## config.mk

```make
export PLATFORM = sky130hd
export DESIGN_NAME = binary_max_heap_queue_flat
export DESIGN_NICKNAME = d
export VERILOG_FILES = /design/src/rtl/core/bmhq_pkg.sv /design/src/rtl/core/bmhq_if.sv /design/src/rtl/core/bmhq_cell.sv /design/src/rtl/core/binary_max_heap_queue.sv /design/src/flat_wrapper.sv
export SDC_FILE = /design/constraint.sdc
export NUM_CORES = 2
export LEC_CHECK = 0
export CAP_MARGIN = 20
export CORE_ASPECT_RATIO = 1.2
export CORE_UTILIZATION = 59
export DETAILED_ROUTE_END_ITERATION = 8
export DONT_BUFFER_PORTS = 1
export PLACE_DENSITY_LB_ADDON = 0.1
export SYNTH_ARGS = -nofsm -noshare
export SYNTH_HDL_FRONTEND = slang
export SYNTH_SLANG_ARGS = --single-unit
```

## constraint.sdc

```tcl
create_clock -name i_clk -period 5.1 [get_ports i_clk]
set_input_delay 0.51 -clock i_clk [delete_from_list [all_inputs] [get_ports i_clk]]
set_output_delay 0.51 -clock i_clk [all_outputs]
set_load 0.02 [all_outputs]
```

## src/rtl/core/bmhq_pkg.sv

```systemverilog
// Shared constants and types of the max heap queue.
`default_nettype none
package bmhq_pkg;
    localparam int CAPACITY_DEF    = 15;
    localparam int VALUE_WIDTH_DEF = 32;

    localparam logic MODE_INSERT = 1'b0;
    localparam logic MODE_REMOVE = 1'b1;

    typedef enum logic [1:0] {
        ST_DONE  = 2'd0,
        ST_FULL  = 2'd1,
        ST_EMPTY = 2'd2
    } t_status;

    typedef struct packed {
        logic ins;
        logic rem;
    } t_cell_ctl;
endpackage
`default_nettype wire

```

## src/rtl/core/bmhq_if.sv

```systemverilog
// Valid/ready channel interfaces for the heap queue requests and results.
`default_nettype none
interface bmhq_in_if #(
    parameter int VW = 32
);
    logic                 valid;
    logic                 ready;
    logic                 mode;
    logic signed [VW-1:0] value;

    modport source (output valid, output mode, output value, input ready);
    modport sink   (input valid, input mode, input value, output ready);
endinterface

interface bmhq_out_if #(
    parameter int VW = 32,
    parameter int CW = 4
);
    logic                 valid;
    logic                 ready;
    logic [1:0]           status;
    logic signed [VW-1:0] removed_value;
    logic signed [VW-1:0] top_value;
    logic [CW-1:0]        count;

    modport source (output valid, output status, output removed_value,
                    output top_value, output count, input ready);
    modport sink   (input valid, input status, input removed_value,
                    input top_value, input count, output ready);
endinterface
`default_nettype wire

```

## src/rtl/core/bmhq_cell.sv

```systemverilog
// One slot of the sorted value chain: holds a value and shifts with its neighbors.
`default_nettype none
module bmhq_cell
    import bmhq_pkg::*;
#(
    parameter int VW = VALUE_WIDTH_DEF
) (
    input  wire logic                 i_clk,
    input  wire logic                 i_rst_n,
    input  wire t_cell_ctl            i_ctl,
    input  wire logic signed [VW-1:0] i_new_value,
    input  wire logic                 i_left_push,
    input  wire logic                 i_left_valid,
    input  wire logic signed [VW-1:0] i_left_value,
    input  wire logic                 i_right_valid,
    input  wire logic signed [VW-1:0] i_right_value,
    output logic                      o_valid,
    output logic signed [VW-1:0]      o_value,
    output logic                      o_push
);
    logic                 r_valid;
    logic                 n_valid;
    logic signed [VW-1:0] r_value;
    logic signed [VW-1:0] n_value;
    logic                 w_take;

    // New value lands here or nearer the head when it beats this slot.
    assign w_take = !r_valid || (i_new_value > r_value);
    assign o_push = r_valid && w_take;
    assign o_valid = r_valid;
    assign o_value = r_value;

    always_comb begin
        n_valid = r_valid;
        n_value = r_value;
        if (i_ctl.ins) begin
            n_valid = r_valid | i_left_valid;
            if (i_left_push) begin
                n_value = i_left_value;
            end else if (w_take) begin
                n_value = i_new_value;
            end
        end else if (i_ctl.rem) begin
            // advance everything one slot toward the head
            n_valid = i_right_valid;
            n_value = i_right_value;
        end
    end

    always_ff @(posedge i_clk) begin
        if (!i_rst_n) begin
            r_valid <= 1'b0;
        end else begin
            r_valid <= n_valid;
        end
    end

    always_ff @(posedge i_clk) begin
        r_value <= n_value;
    end
endmodule
`default_nettype wire

```

## src/rtl/core/binary_max_heap_queue.sv

```systemverilog
// Top level of the max priority queue built as a sorted chain of cells.
//
//  channel   dir  handshake            payload
//  i_item    in   valid / ready        mode, value
//  o_result  out  valid / ready        status, removed_value, top_value, count
//
// All cells compare against the new value and shift in parallel, so the chain takes
// one item a cycle whenever the output register is empty or being taken.
// The result appears in the cycle after acceptance, in an output register.
// i_item.ready is high while that register is empty or being taken.
// Synchronous active-low reset empties the chain and drops any pending result.
`default_nettype none
module binary_max_heap_queue
    import bmhq_pkg::*;
#(
    parameter int CAPACITY    = CAPACITY_DEF,
    parameter int VALUE_WIDTH = VALUE_WIDTH_DEF
) (
    input  wire logic  i_clk,
    input  wire logic  i_rst_n,
    bmhq_in_if.sink    i_item,
    bmhq_out_if.source o_result
);
    localparam int CW = $clog2(CAPACITY + 1);
    localparam int VW = VALUE_WIDTH;

    // Neighbor views with boundary slots at both ends.
    logic                 w_valid [0:CAPACITY+1];
    logic signed [VW-1:0] w_value [0:CAPACITY+1];
    logic                 w_push  [0:CAPACITY];

    t_cell_ctl            w_ctl;
    logic                 w_accept;
    logic                 w_full;
    logic                 w_empty;

    logic [CW-1:0]        r_count;
    logic [CW-1:0]        n_count;
    logic                 r_out_valid;
    logic                 n_out_valid;
    t_status              r_status;
    t_status              n_status;
    logic signed [VW-1:0] r_removed;
    logic signed [VW-1:0] n_removed;
    logic signed [VW-1:0] r_top;
    logic signed [VW-1:0] n_top;

    assign w_valid[0]          = 1'b1;
    assign w_value[0]          = '0;
    assign w_push[0]           = 1'b0;
    assign w_valid[CAPACITY+1] = 1'b0;
    assign w_value[CAPACITY+1] = '0;

    for (genvar k = 0; k < CAPACITY; k++) begin : g_cell
        bmhq_cell #(.VW(VW)) u_cell (
            .i_clk        (i_clk),
            .i_rst_n      (i_rst_n),
            .i_ctl        (w_ctl),
            .i_new_value  (i_item.value),
            .i_left_push  (w_push[k]),
            .i_left_valid (w_valid[k]),
            .i_left_value (w_value[k]),
            .i_right_valid(w_valid[k+2]),
            .i_right_value(w_value[k+2]),
            .o_valid      (w_valid[k+1]),
            .o_value      (w_value[k+1]),
            .o_push       (w_push[k+1])
        );
    end

    assign i_item.ready = !r_out_valid || o_result.ready;
    assign w_accept     = i_item.valid && i_item.ready;
    assign w_full       = (r_count == CW'(CAPACITY));
    assign w_empty      = (r_count == '0);

    always_comb begin
        w_ctl.ins   = w_accept && (i_item.mode == MODE_INSERT) && !w_full;
        w_ctl.rem   = w_accept && (i_item.mode == MODE_REMOVE) && !w_empty;
        n_count     = r_count;
        n_status    = r_status;
        n_removed   = r_removed;
        n_top       = r_top;
        n_out_valid = r_out_valid && !o_result.ready;
        if (w_accept) begin
            n_out_valid = 1'b1;
            n_removed   = '0;
            if (i_item.mode == MODE_INSERT) begin
                if (w_full) begin
                    n_status = ST_FULL;
                    n_top    = w_value[1];
                end else begin
                    n_status = ST_DONE;
                    n_count  = r_count + 1'b1;
                    n_top    = (w_empty || (i_item.value > w_value[1])) ?
                               i_item.value : w_value[1];
                end
            end else begin
                if (w_empty) begin
                    n_status = ST_EMPTY;
                    n_top    = '0;
                end else begin
                    n_status  = ST_DONE;
                    n_count   = r_count - 1'b1;
                    n_removed = w_value[1];
                    n_top     = w_valid[2] ? w_value[2] : '0;
                end
            end
        end
    end

    always_ff @(posedge i_clk) begin
        if (!i_rst_n) begin
            r_count     <= '0;
            r_out_valid <= 1'b0;
        end else begin
            r_count     <= n_count;
            r_out_valid <= n_out_valid;
        end
    end

    always_ff @(posedge i_clk) begin
        r_status  <= n_status;
        r_removed <= n_removed;
        r_top     <= n_top;
    end

    assign o_result.valid         = r_out_valid;
    assign o_result.status        = r_status;
    assign o_result.removed_value = r_removed;
    assign o_result.top_value     = r_top;
    assign o_result.count         = r_count;
endmodule
`default_nettype wire

```

## src/flat_wrapper.sv

```systemverilog
// flat-port wrapper written by rule: the top's interface ports become plain ports
module binary_max_heap_queue_flat import bmhq_pkg::*;
#(
    parameter int CAPACITY    = CAPACITY_DEF,
    parameter int VALUE_WIDTH = VALUE_WIDTH_DEF
)
  (i_clk, i_rst_n, i_item_valid, i_item_mode, i_item_value, i_item_ready, o_result_valid, o_result_status, o_result_removed_value, o_result_top_value, o_result_count, o_result_ready);
  bmhq_in_if #(.VW((VALUE_WIDTH_DEF))) i_item_i ();
  bmhq_out_if #(.VW((VALUE_WIDTH_DEF)), .CW((4))) o_result_i ();
  input  wire logic i_clk;
  input  wire logic i_rst_n;
  input wire logic [$bits(i_item_i.valid)-1:0] i_item_valid;
  input wire logic [$bits(i_item_i.mode)-1:0] i_item_mode;
  input wire logic [$bits(i_item_i.value)-1:0] i_item_value;
  output wire logic [$bits(i_item_i.ready)-1:0] i_item_ready;
  output wire logic [$bits(o_result_i.valid)-1:0] o_result_valid;
  output wire logic [$bits(o_result_i.status)-1:0] o_result_status;
  output wire logic [$bits(o_result_i.removed_value)-1:0] o_result_removed_value;
  output wire logic [$bits(o_result_i.top_value)-1:0] o_result_top_value;
  output wire logic [$bits(o_result_i.count)-1:0] o_result_count;
  input wire logic [$bits(o_result_i.ready)-1:0] o_result_ready;
  assign i_item_i.valid = i_item_valid;
  assign i_item_i.mode = i_item_mode;
  assign i_item_i.value = i_item_value;
  assign i_item_ready = i_item_i.ready;
  assign o_result_valid = o_result_i.valid;
  assign o_result_status = o_result_i.status;
  assign o_result_removed_value = o_result_i.removed_value;
  assign o_result_top_value = o_result_i.top_value;
  assign o_result_count = o_result_i.count;
  assign o_result_i.ready = o_result_ready;
  binary_max_heap_queue #(.CAPACITY(CAPACITY), .VALUE_WIDTH(VALUE_WIDTH)) u_core (.i_clk(i_clk), .i_rst_n(i_rst_n), .i_item(i_item_i), .o_result(o_result_i));
endmodule
```

Word-level counts from Yosys, hierarchy flattened --
Cells that the tools add are included.
Word-level totals: flip-flop bits (word level) 566, bits in latches 0, RAM bits 0, ROM bits 0, output and inout port bits 72, logic and storage cells 261, memories 0
Operators by class: $add $sub $neg 2, multiply operators 0, divide/modulo/power cells 0, order comparisons 15, eq/ne operators 18, shift operators 0, mux-type cells 101, bitwise logic cells 15, reduce and logical (&&, ||, !) cells 75
Operators with widths (number):
- 32-bit 2-to-1 mux | 64
- 32-bit > comparator | 15
- 3-bit != test, second input constant | 13
- 1-bit 2-to-1 mux | 32
- 2-bit AND reduction | 15
- 1-bit logical AND | 20
- 1-bit zero test | 19
- 1-bit logical OR | 17
- 1-bit bitwise OR | 14
- 4-bit 2-to-1 mux | 3
- 4-bit by 1-bit adder with 4-bit output, second input constant | 1
- 4-bit equality test, second input constant | 1
- 4-bit zero test | 1
- 2-bit 2-to-1 mux | 2
- 2-bit != test, second input constant | 2
- 4-bit by 1-bit subtractor with 4-bit output, second input constant | 1
- 3-bit by 2-bit != test with 1-bit output, second input constant | 1
- 3-bit AND reduction | 1
- 2-bit by 1-bit != test with 1-bit output, second input constant | 1
- 2-bit nonzero test | 1
- 2-bit OR reduction | 1
- 1-bit inverter | 1

Logic depth before layout (Yosys ltp) --
depth after elaboration 7, gate-level depth with buffers 13, depth with buffers taken out 10

Modules after synthesis --
From an unflattened synthesis, not the netlist that was laid out.
Unflattened totals: cell total of the unflattened synthesis 4325, area, all modules 42151.7 sq um
Modules (own cells, without submodules):
- bmhq_cell | instances 15, cells each 263, area each 2536.2 sq um
- binary_max_heap_queue | instances 1, cells each 380, area each 4108.9 sq um

Worst setup path after synthesis --
OpenSTA, ideal clock, no wires.
path type in2reg, from input port o_result_ready, to register u_core.g_cell[11].u_cell.r_value[0] (enable), library setup time 440 ps, arrival time 4802 ps, path slack -142 ps, cell stages on the path 6, buffers on the path 1, path through nand2b_1 nand2_1 inv_1 nand2_1 clkbuf_1 a41oi_1
Between the ends: longest elaborated chain between the ends 6
RTL lines:
- start, declared | RTL line flat_wrapper.sv:21 | input wire logic [$bits(o_result_i.ready)-1:0] o_result_ready;
- 1-bit logical OR * | RTL line binary_max_heap_queue.sv:71 | assign i_item.ready = !r_out_valid || o_result.ready;
- 1-bit logical AND * | RTL line binary_max_heap_queue.sv:72 | assign w_accept = i_item.valid && i_item.ready;
- net u_core.w_accept | RTL line binary_max_heap_queue.sv:33 | logic w_accept;
- 1-bit logical AND, on equally long branches (2 in series) | RTL line binary_max_heap_queue.sv:77, binary_max_heap_queue.sv:78
- 3-bit != test (no source line) or 2-bit nonzero test (tied branches)
- 2-bit AND reduction (no source line) *
- end signal, assigned | RTL line bmhq_cell.sv:59 | r_value <= n_value;
- end, declared | RTL line bmhq_cell.sv:23 | logic signed [VW-1:0] r_value;
The timed path passes the listed nets; every way through them passes the cells marked *. A chain may end at the register's enable or synchronous reset.

Worst setup path in the final report --
from register u_core.g_cell[6].u_cell.r_value[23], to register u_core.g_cell[6].u_cell.r_value[26] (enable)
Between the ends: longest elaborated chain between the ends 4
RTL lines:
- start, declared | RTL line bmhq_cell.sv:23
- start signal, assigned | RTL line bmhq_cell.sv:59
- 32-bit > comparator | RTL line bmhq_cell.sv:28 | assign w_take = !r_valid || (i_new_value > r_value);
- 1-bit logical OR | RTL line bmhq_cell.sv:28
- 3-bit != test (no source line)
- 2-bit AND reduction (no source line)
No other way between the ends.

==> summary.md <==
| Metric | Value |
|---|---|
| Result of the run | `complete, no violations` |
| Slew Limit Headroom | `37.5%` |
| FMAX | `261 MHz` |
| Worst Setup End Kind | `register` |
| Post-DR vias/cell | `roughly 6.4` |
| Setup slack at placement | `~1.2 ns` |
| Maximum number of pins on one net before global-route repair | `between 150 and 200` |
| Register-to-register path setup slack | `between 1 and 1.5 ns` |
| Max-slew violation count | `0` |
| Global route overflow | `0` |
| Die outline area | `about 0.07 mm²` |
| Iter 0 DRT Violations | `between 2000 and 3000` |
| Number of global-route vias before repair | `30700` |
| Initial antenna violation count | `5` |
| Gate count after technology mapping | `4158` |
| Drt drc | `0` |
| Data required time at the worst endpoint | `5.40 ns` |
| Leakage | `~0.018 µW` |
| H-tree depth reported by CTS | `3` |
| Worst hold-check path type | `primary input to register` |
| Routed wire length per instance | `approximately 23 µm` |
| Buffer levels on the longest clock path | `3` |
| Post-synthesis register bit count | `between 500 and 600` |
| Main area contributors after synthesis | `sky130_fd_sc_hd__edfxtp_1 (39%), sky130_fd_sc_hd__ha_1 (14%), sky130_fd_sc_hd__o221ai_2 (5.7%)` |
| R2R Path Start | `u_core.g_cell[6].u_cell.o_value[23]` |
| PwrDens | `around 340 mW/mm²` |
| Max-cap violations | `0` |
| Layout overhead on the synthesized area | `6.28%` |
| Endpoint with the worst hold slack | `u_core.o_result.count[0]` |
| Depth of the worst register-to-register path | `11` |
| Final WS setup | `~1.3 ns` |
| Setup-violating endpoint count in the final report | `0` |
| Reg2reg end | `u_core.g_cell[6].u_cell.o_value[26]` |
| Final core utilization | `63.7%` |
| Drt first pass iters | `6` |
| Die height | `about 300 µm` |
| Clock slew at reported path FFs | `around 0.06 ns` |
| Worst Setup Path Type | `register to register` |
| Fraction of the yosys area taken by sequential cells | `between 40% and 50%` |
| Clock latency at the later pin of the worst-skew pair | `~0.62 ns` |
| First-pass GRT wire length | `roughly 180 mm` |
| Crit path DAT | `4.13 ns` |
| Number of filler cells placed in the layout | `5535` |
| CP Launch Type | `register` |
| Number of warnings printed during yosys synthesis | `0` |
| EDFF count, synth | `around 550` |
| Number of placement rows | `between 100 and 150` |
| CTS hold repair buffers | `0` |
| Total global routing track utilization | `approximately a third` |
| Number of top-level pins | `approximately 110` |
| Final period demand of the worst path | `around 3.8 ns` |
| Post-CTS setup buffer count | `0` |
| CTS tree | `built` |
| Number of input and output port buffers inserted | `0` |
| Share of async-settable or async-resettable flops after synthesis | `0%` |
| Via total after detailed routing | `32100` |
| Portion of synthesized cell area occupied by the leading cell type | `39.2%` |
| Number of nets produced by synthesis | `approximately 4700` |
| Weighted congestion reported at the end of routability-driven placement | `~0.88` |
| Final Hold Vio Count | `0` |
| Unrepaired setup endpoints after global routing | `false` |
| HPWL reported at the end of detailed placement | `85.6 mm` |
| Max Fanout on Critical Path | `21` |
| Area leader, netlist | `sky130_fd_sc_hd__edfxtp_1` |
| Post-cts repair resize count | `0` |
| Num Clock Sinks | `566` |
| Mean Syn Cell Area | `10.1 µm²` |
| Final #Nets | `between 4000 and 5000` |
| Cell area after technology mapping | `approximately 0.042 mm²` |
| Most used flip-flop cell after synthesis | `sky130_fd_sc_hd__edfxtp_1` |
| CORE AREA | `about 0.070 mm²` |
| Horizontal extent of the die | `245 µm` |
| Sum of routed wire length over all layers | `115 mm` |
| Root buffer selected by CTS | `sky130_fd_sc_hd__clkbuf_16` |
| IR drop worst, VDD | `346 µV` |
| Starting density of the core | `~60%` |
| Worst hold stages | `1` |
| Antenna Nets Post-Route | `0` |
| Inserted Clock Buffers | `66` |
| Count of unique library cells instantiated by Yosys | `74` |
| Hold_sp | `i_rst_n` |
| Clock Skews | `approximately 0.035 ns` |
| Slew at the pin closest to its max-slew limit | `slightly above 0.9 ns` |
| Proportion of layout cells with a drive suffix above 1 | `between 10% and 20%` |
| Fraction of the cycle the final worst path needs | `75.1%` |
cell type report:
| type | instances | area [µm²] | share of cell area, % |
|---|---|---|---|
| diodes | 5 | 12.5 | 0.0281 |
| clock buffers | 88 | 1780 | 3.99 |
| clock inverters | 28 | 214 | 0.481 |
| inverters | 509 | 1910 | 4.29 |
| multi-input cells | 2809 | 22100 | 49.6 |
| flip-flops and latches | 566 | 16800 | 37.7 |
| well taps | 918 | 1150 | 2.58 |
| repair buffers | 65 | 588 | 1.32 |
per-stage QoR:
| step | TNS (ns) | instance area (µm²) | hold slack (ns) | total power, µW | cells |
|---|---|---|---|---|---|
| global placement | 0 | 42500 | 0.484 | 10600 | 4867 |
| finish | 0 | 44500 | 0.0224 | 15200 | 4988 |
| detailed placement | 0 | 42500 | 0.494 | 10700 | 4867 |
| CTS | 0 | 44500 | 0.00323 | 15200 | 4983 |
| global route | 0 | 44500 | 0.0141 | 16000 | 4983 |
| floorplan | -18.13 | 41900 | 0.458 | 9630 | 4158 |
routing by layer:
layer | GRT usage (%) | routed length [µm] | up-vias
met1 | 41.0 | 47800 | 15400
li1 | - | - | 15300
met3 | 4.26 | 7450 | 194
met4 | 13.8 | 4800 | 0
met5 | 0 | 0 | -
met2 | 53.0 | 55200 | 1142
cell usage after synthesis (4+ instances only):
cell,count
sky130_fd_sc_hd__nor2b_1,22
sky130_fd_sc_hd__o21a_1,12
sky130_fd_sc_hd__a311oi_1,6
sky130_fd_sc_hd__o21ai_1,69
sky130_fd_sc_hd__a41oi_1,5
sky130_fd_sc_hd__inv_1,505
sky130_fd_sc_hd__mux2i_4,6
sky130_fd_sc_hd__buf_6,33
sky130_fd_sc_hd__o31ai_1,10
sky130_fd_sc_hd__a2111oi_4,5
sky130_fd_sc_hd__nand2_1,564
sky130_fd_sc_hd__a221oi_2,5
sky130_fd_sc_hd__ha_1,482
sky130_fd_sc_hd__a31oi_1,4
sky130_fd_sc_hd__nor4_1,21
sky130_fd_sc_hd__a221oi_1,10
sky130_fd_sc_hd__buf_2,44
sky130_fd_sc_hd__xor2_1,8
sky130_fd_sc_hd__nor2_1,49
sky130_fd_sc_hd__nand3_1,268
sky130_fd_sc_hd__dfxtp_1,20
sky130_fd_sc_hd__nor3_1,47
sky130_fd_sc_hd__nand3_2,140
sky130_fd_sc_hd__o221ai_1,219
sky130_fd_sc_hd__o21ai_0,111
sky130_fd_sc_hd__nand2b_1,14
sky130_fd_sc_hd__o221ai_2,160
sky130_fd_sc_hd__and2_1,5
sky130_fd_sc_hd__nand4_1,98
sky130_fd_sc_hd__buf_1,40
sky130_fd_sc_hd__or4_1,5
sky130_fd_sc_hd__and4_1,8
sky130_fd_sc_hd__clkbuf_1,151
sky130_fd_sc_hd__o211ai_1,11
sky130_fd_sc_hd__a211oi_1,12
sky130_fd_sc_hd__or3_1,12
sky130_fd_sc_hd__edfxtp_1,546
sky130_fd_sc_hd__a21o_1,46
sky130_fd_sc_hd__a21oi_2,6
sky130_fd_sc_hd__mux2i_1,108
sky130_fd_sc_hd__a41oi_2,5
sky130_fd_sc_hd__o221a_2,7
sky130_fd_sc_hd__a21oi_1,204
sky130_fd_sc_hd__a21boi_0,5
report_power, final:
| part | switching (µW) | total [µW] | internal [µW] |
|---|---|---|---|
| Combinational | 2590 | 4130 | 1540 |
| Clock | 2000 | 4550 | 2560 |
| Sequential | 520 | 6540 | 6020 |
| Total | 5100 | 15200 | 10100 |
worst max path at each step:
stage	cells past startpoint	from	slack, ns	endpoint
detailed placement	10	i_item_value[23]	1.23	u_core.g_cell[6].u_cell.o_value[17]
floorplan	6	o_result_ready	-0.14	u_core.g_cell[11].u_cell.o_value[0]
finish	11	u_core.g_cell[6].u_cell.o_value[23]	1.27	u_core.g_cell[6].u_cell.o_value[26]
CTS	11	u_core.g_cell[6].u_cell.o_value[23]	1.27	u_core.g_cell[6].u_cell.o_value[26]
global route	11	u_core.g_cell[6].u_cell.o_value[21]	1.06	u_core.g_cell[6].u_cell.o_value[26]
global placement	9	i_item_value[22]	1.31	u_core.g_cell[10].u_cell.o_value[4]
kinds of logic (layout without fill, tap and decap cells):
group | count (synthesis) | after routing | synth area share (%)
and+or+nand+nor | 1265 | 1265 | 15.7
AOI/OAI and AO/OA | 932 | 932 | 18.7
adders and majority gates | 483 | 483 | 14.4
buffers and inverters | 783 | 690 | 7.85
xor gates and xnor gates | 11 | 11 | 0.230
other | 0 | 5 | 0
DFF | 566 | 566 | 40.1
muxes | 118 | 118 | 3.03
cell usage in the layout (no fill, tap or decap), drive strengths merged, types with 49 or more instances in the layout:
cell and n:
nand3 408, nor2 49, nand4 98, clkbuf 88, nand2 564, ha 482, o221ai 379, a21oi 210
o21ai 180, buf 65, edfxtp 546, mux2i 117, inv 508
state kept, by name (all words and copies together), names as in the netlist:
register / count
u_core.o_result.status: 2
u_core.o_result.top_value: 32
u_core.o_result.valid: 1
u_core.g_cell.u_cell.o_valid: 15
u_core.g_cell.u_cell.o_value: 480
u_core.o_result.count: 4
u_core.o_result.removed_value: 32
critical path, cell delays in order, from the launching register on:
cell	delay, ns
sky130_fd_sc_hd__edfxtp_1	0.41
sky130_fd_sc_hd__inv_1	0.12
sky130_fd_sc_hd__ha_1	0.27
sky130_fd_sc_hd__a21oi_1	0.16
sky130_fd_sc_hd__o21a_1	0.12
sky130_fd_sc_hd__o21ai_0	0.23
sky130_fd_sc_hd__a2111o_1	0.52
sky130_fd_sc_hd__a31oi_2	0.28
sky130_fd_sc_hd__xor2_1	0.21
sky130_fd_sc_hd__o31ai_1	0.13
sky130_fd_sc_hd__a41oi_4	0.72
sky130_fd_sc_hd__buf_4	0.34
Power figures use the tool's default switching activity.
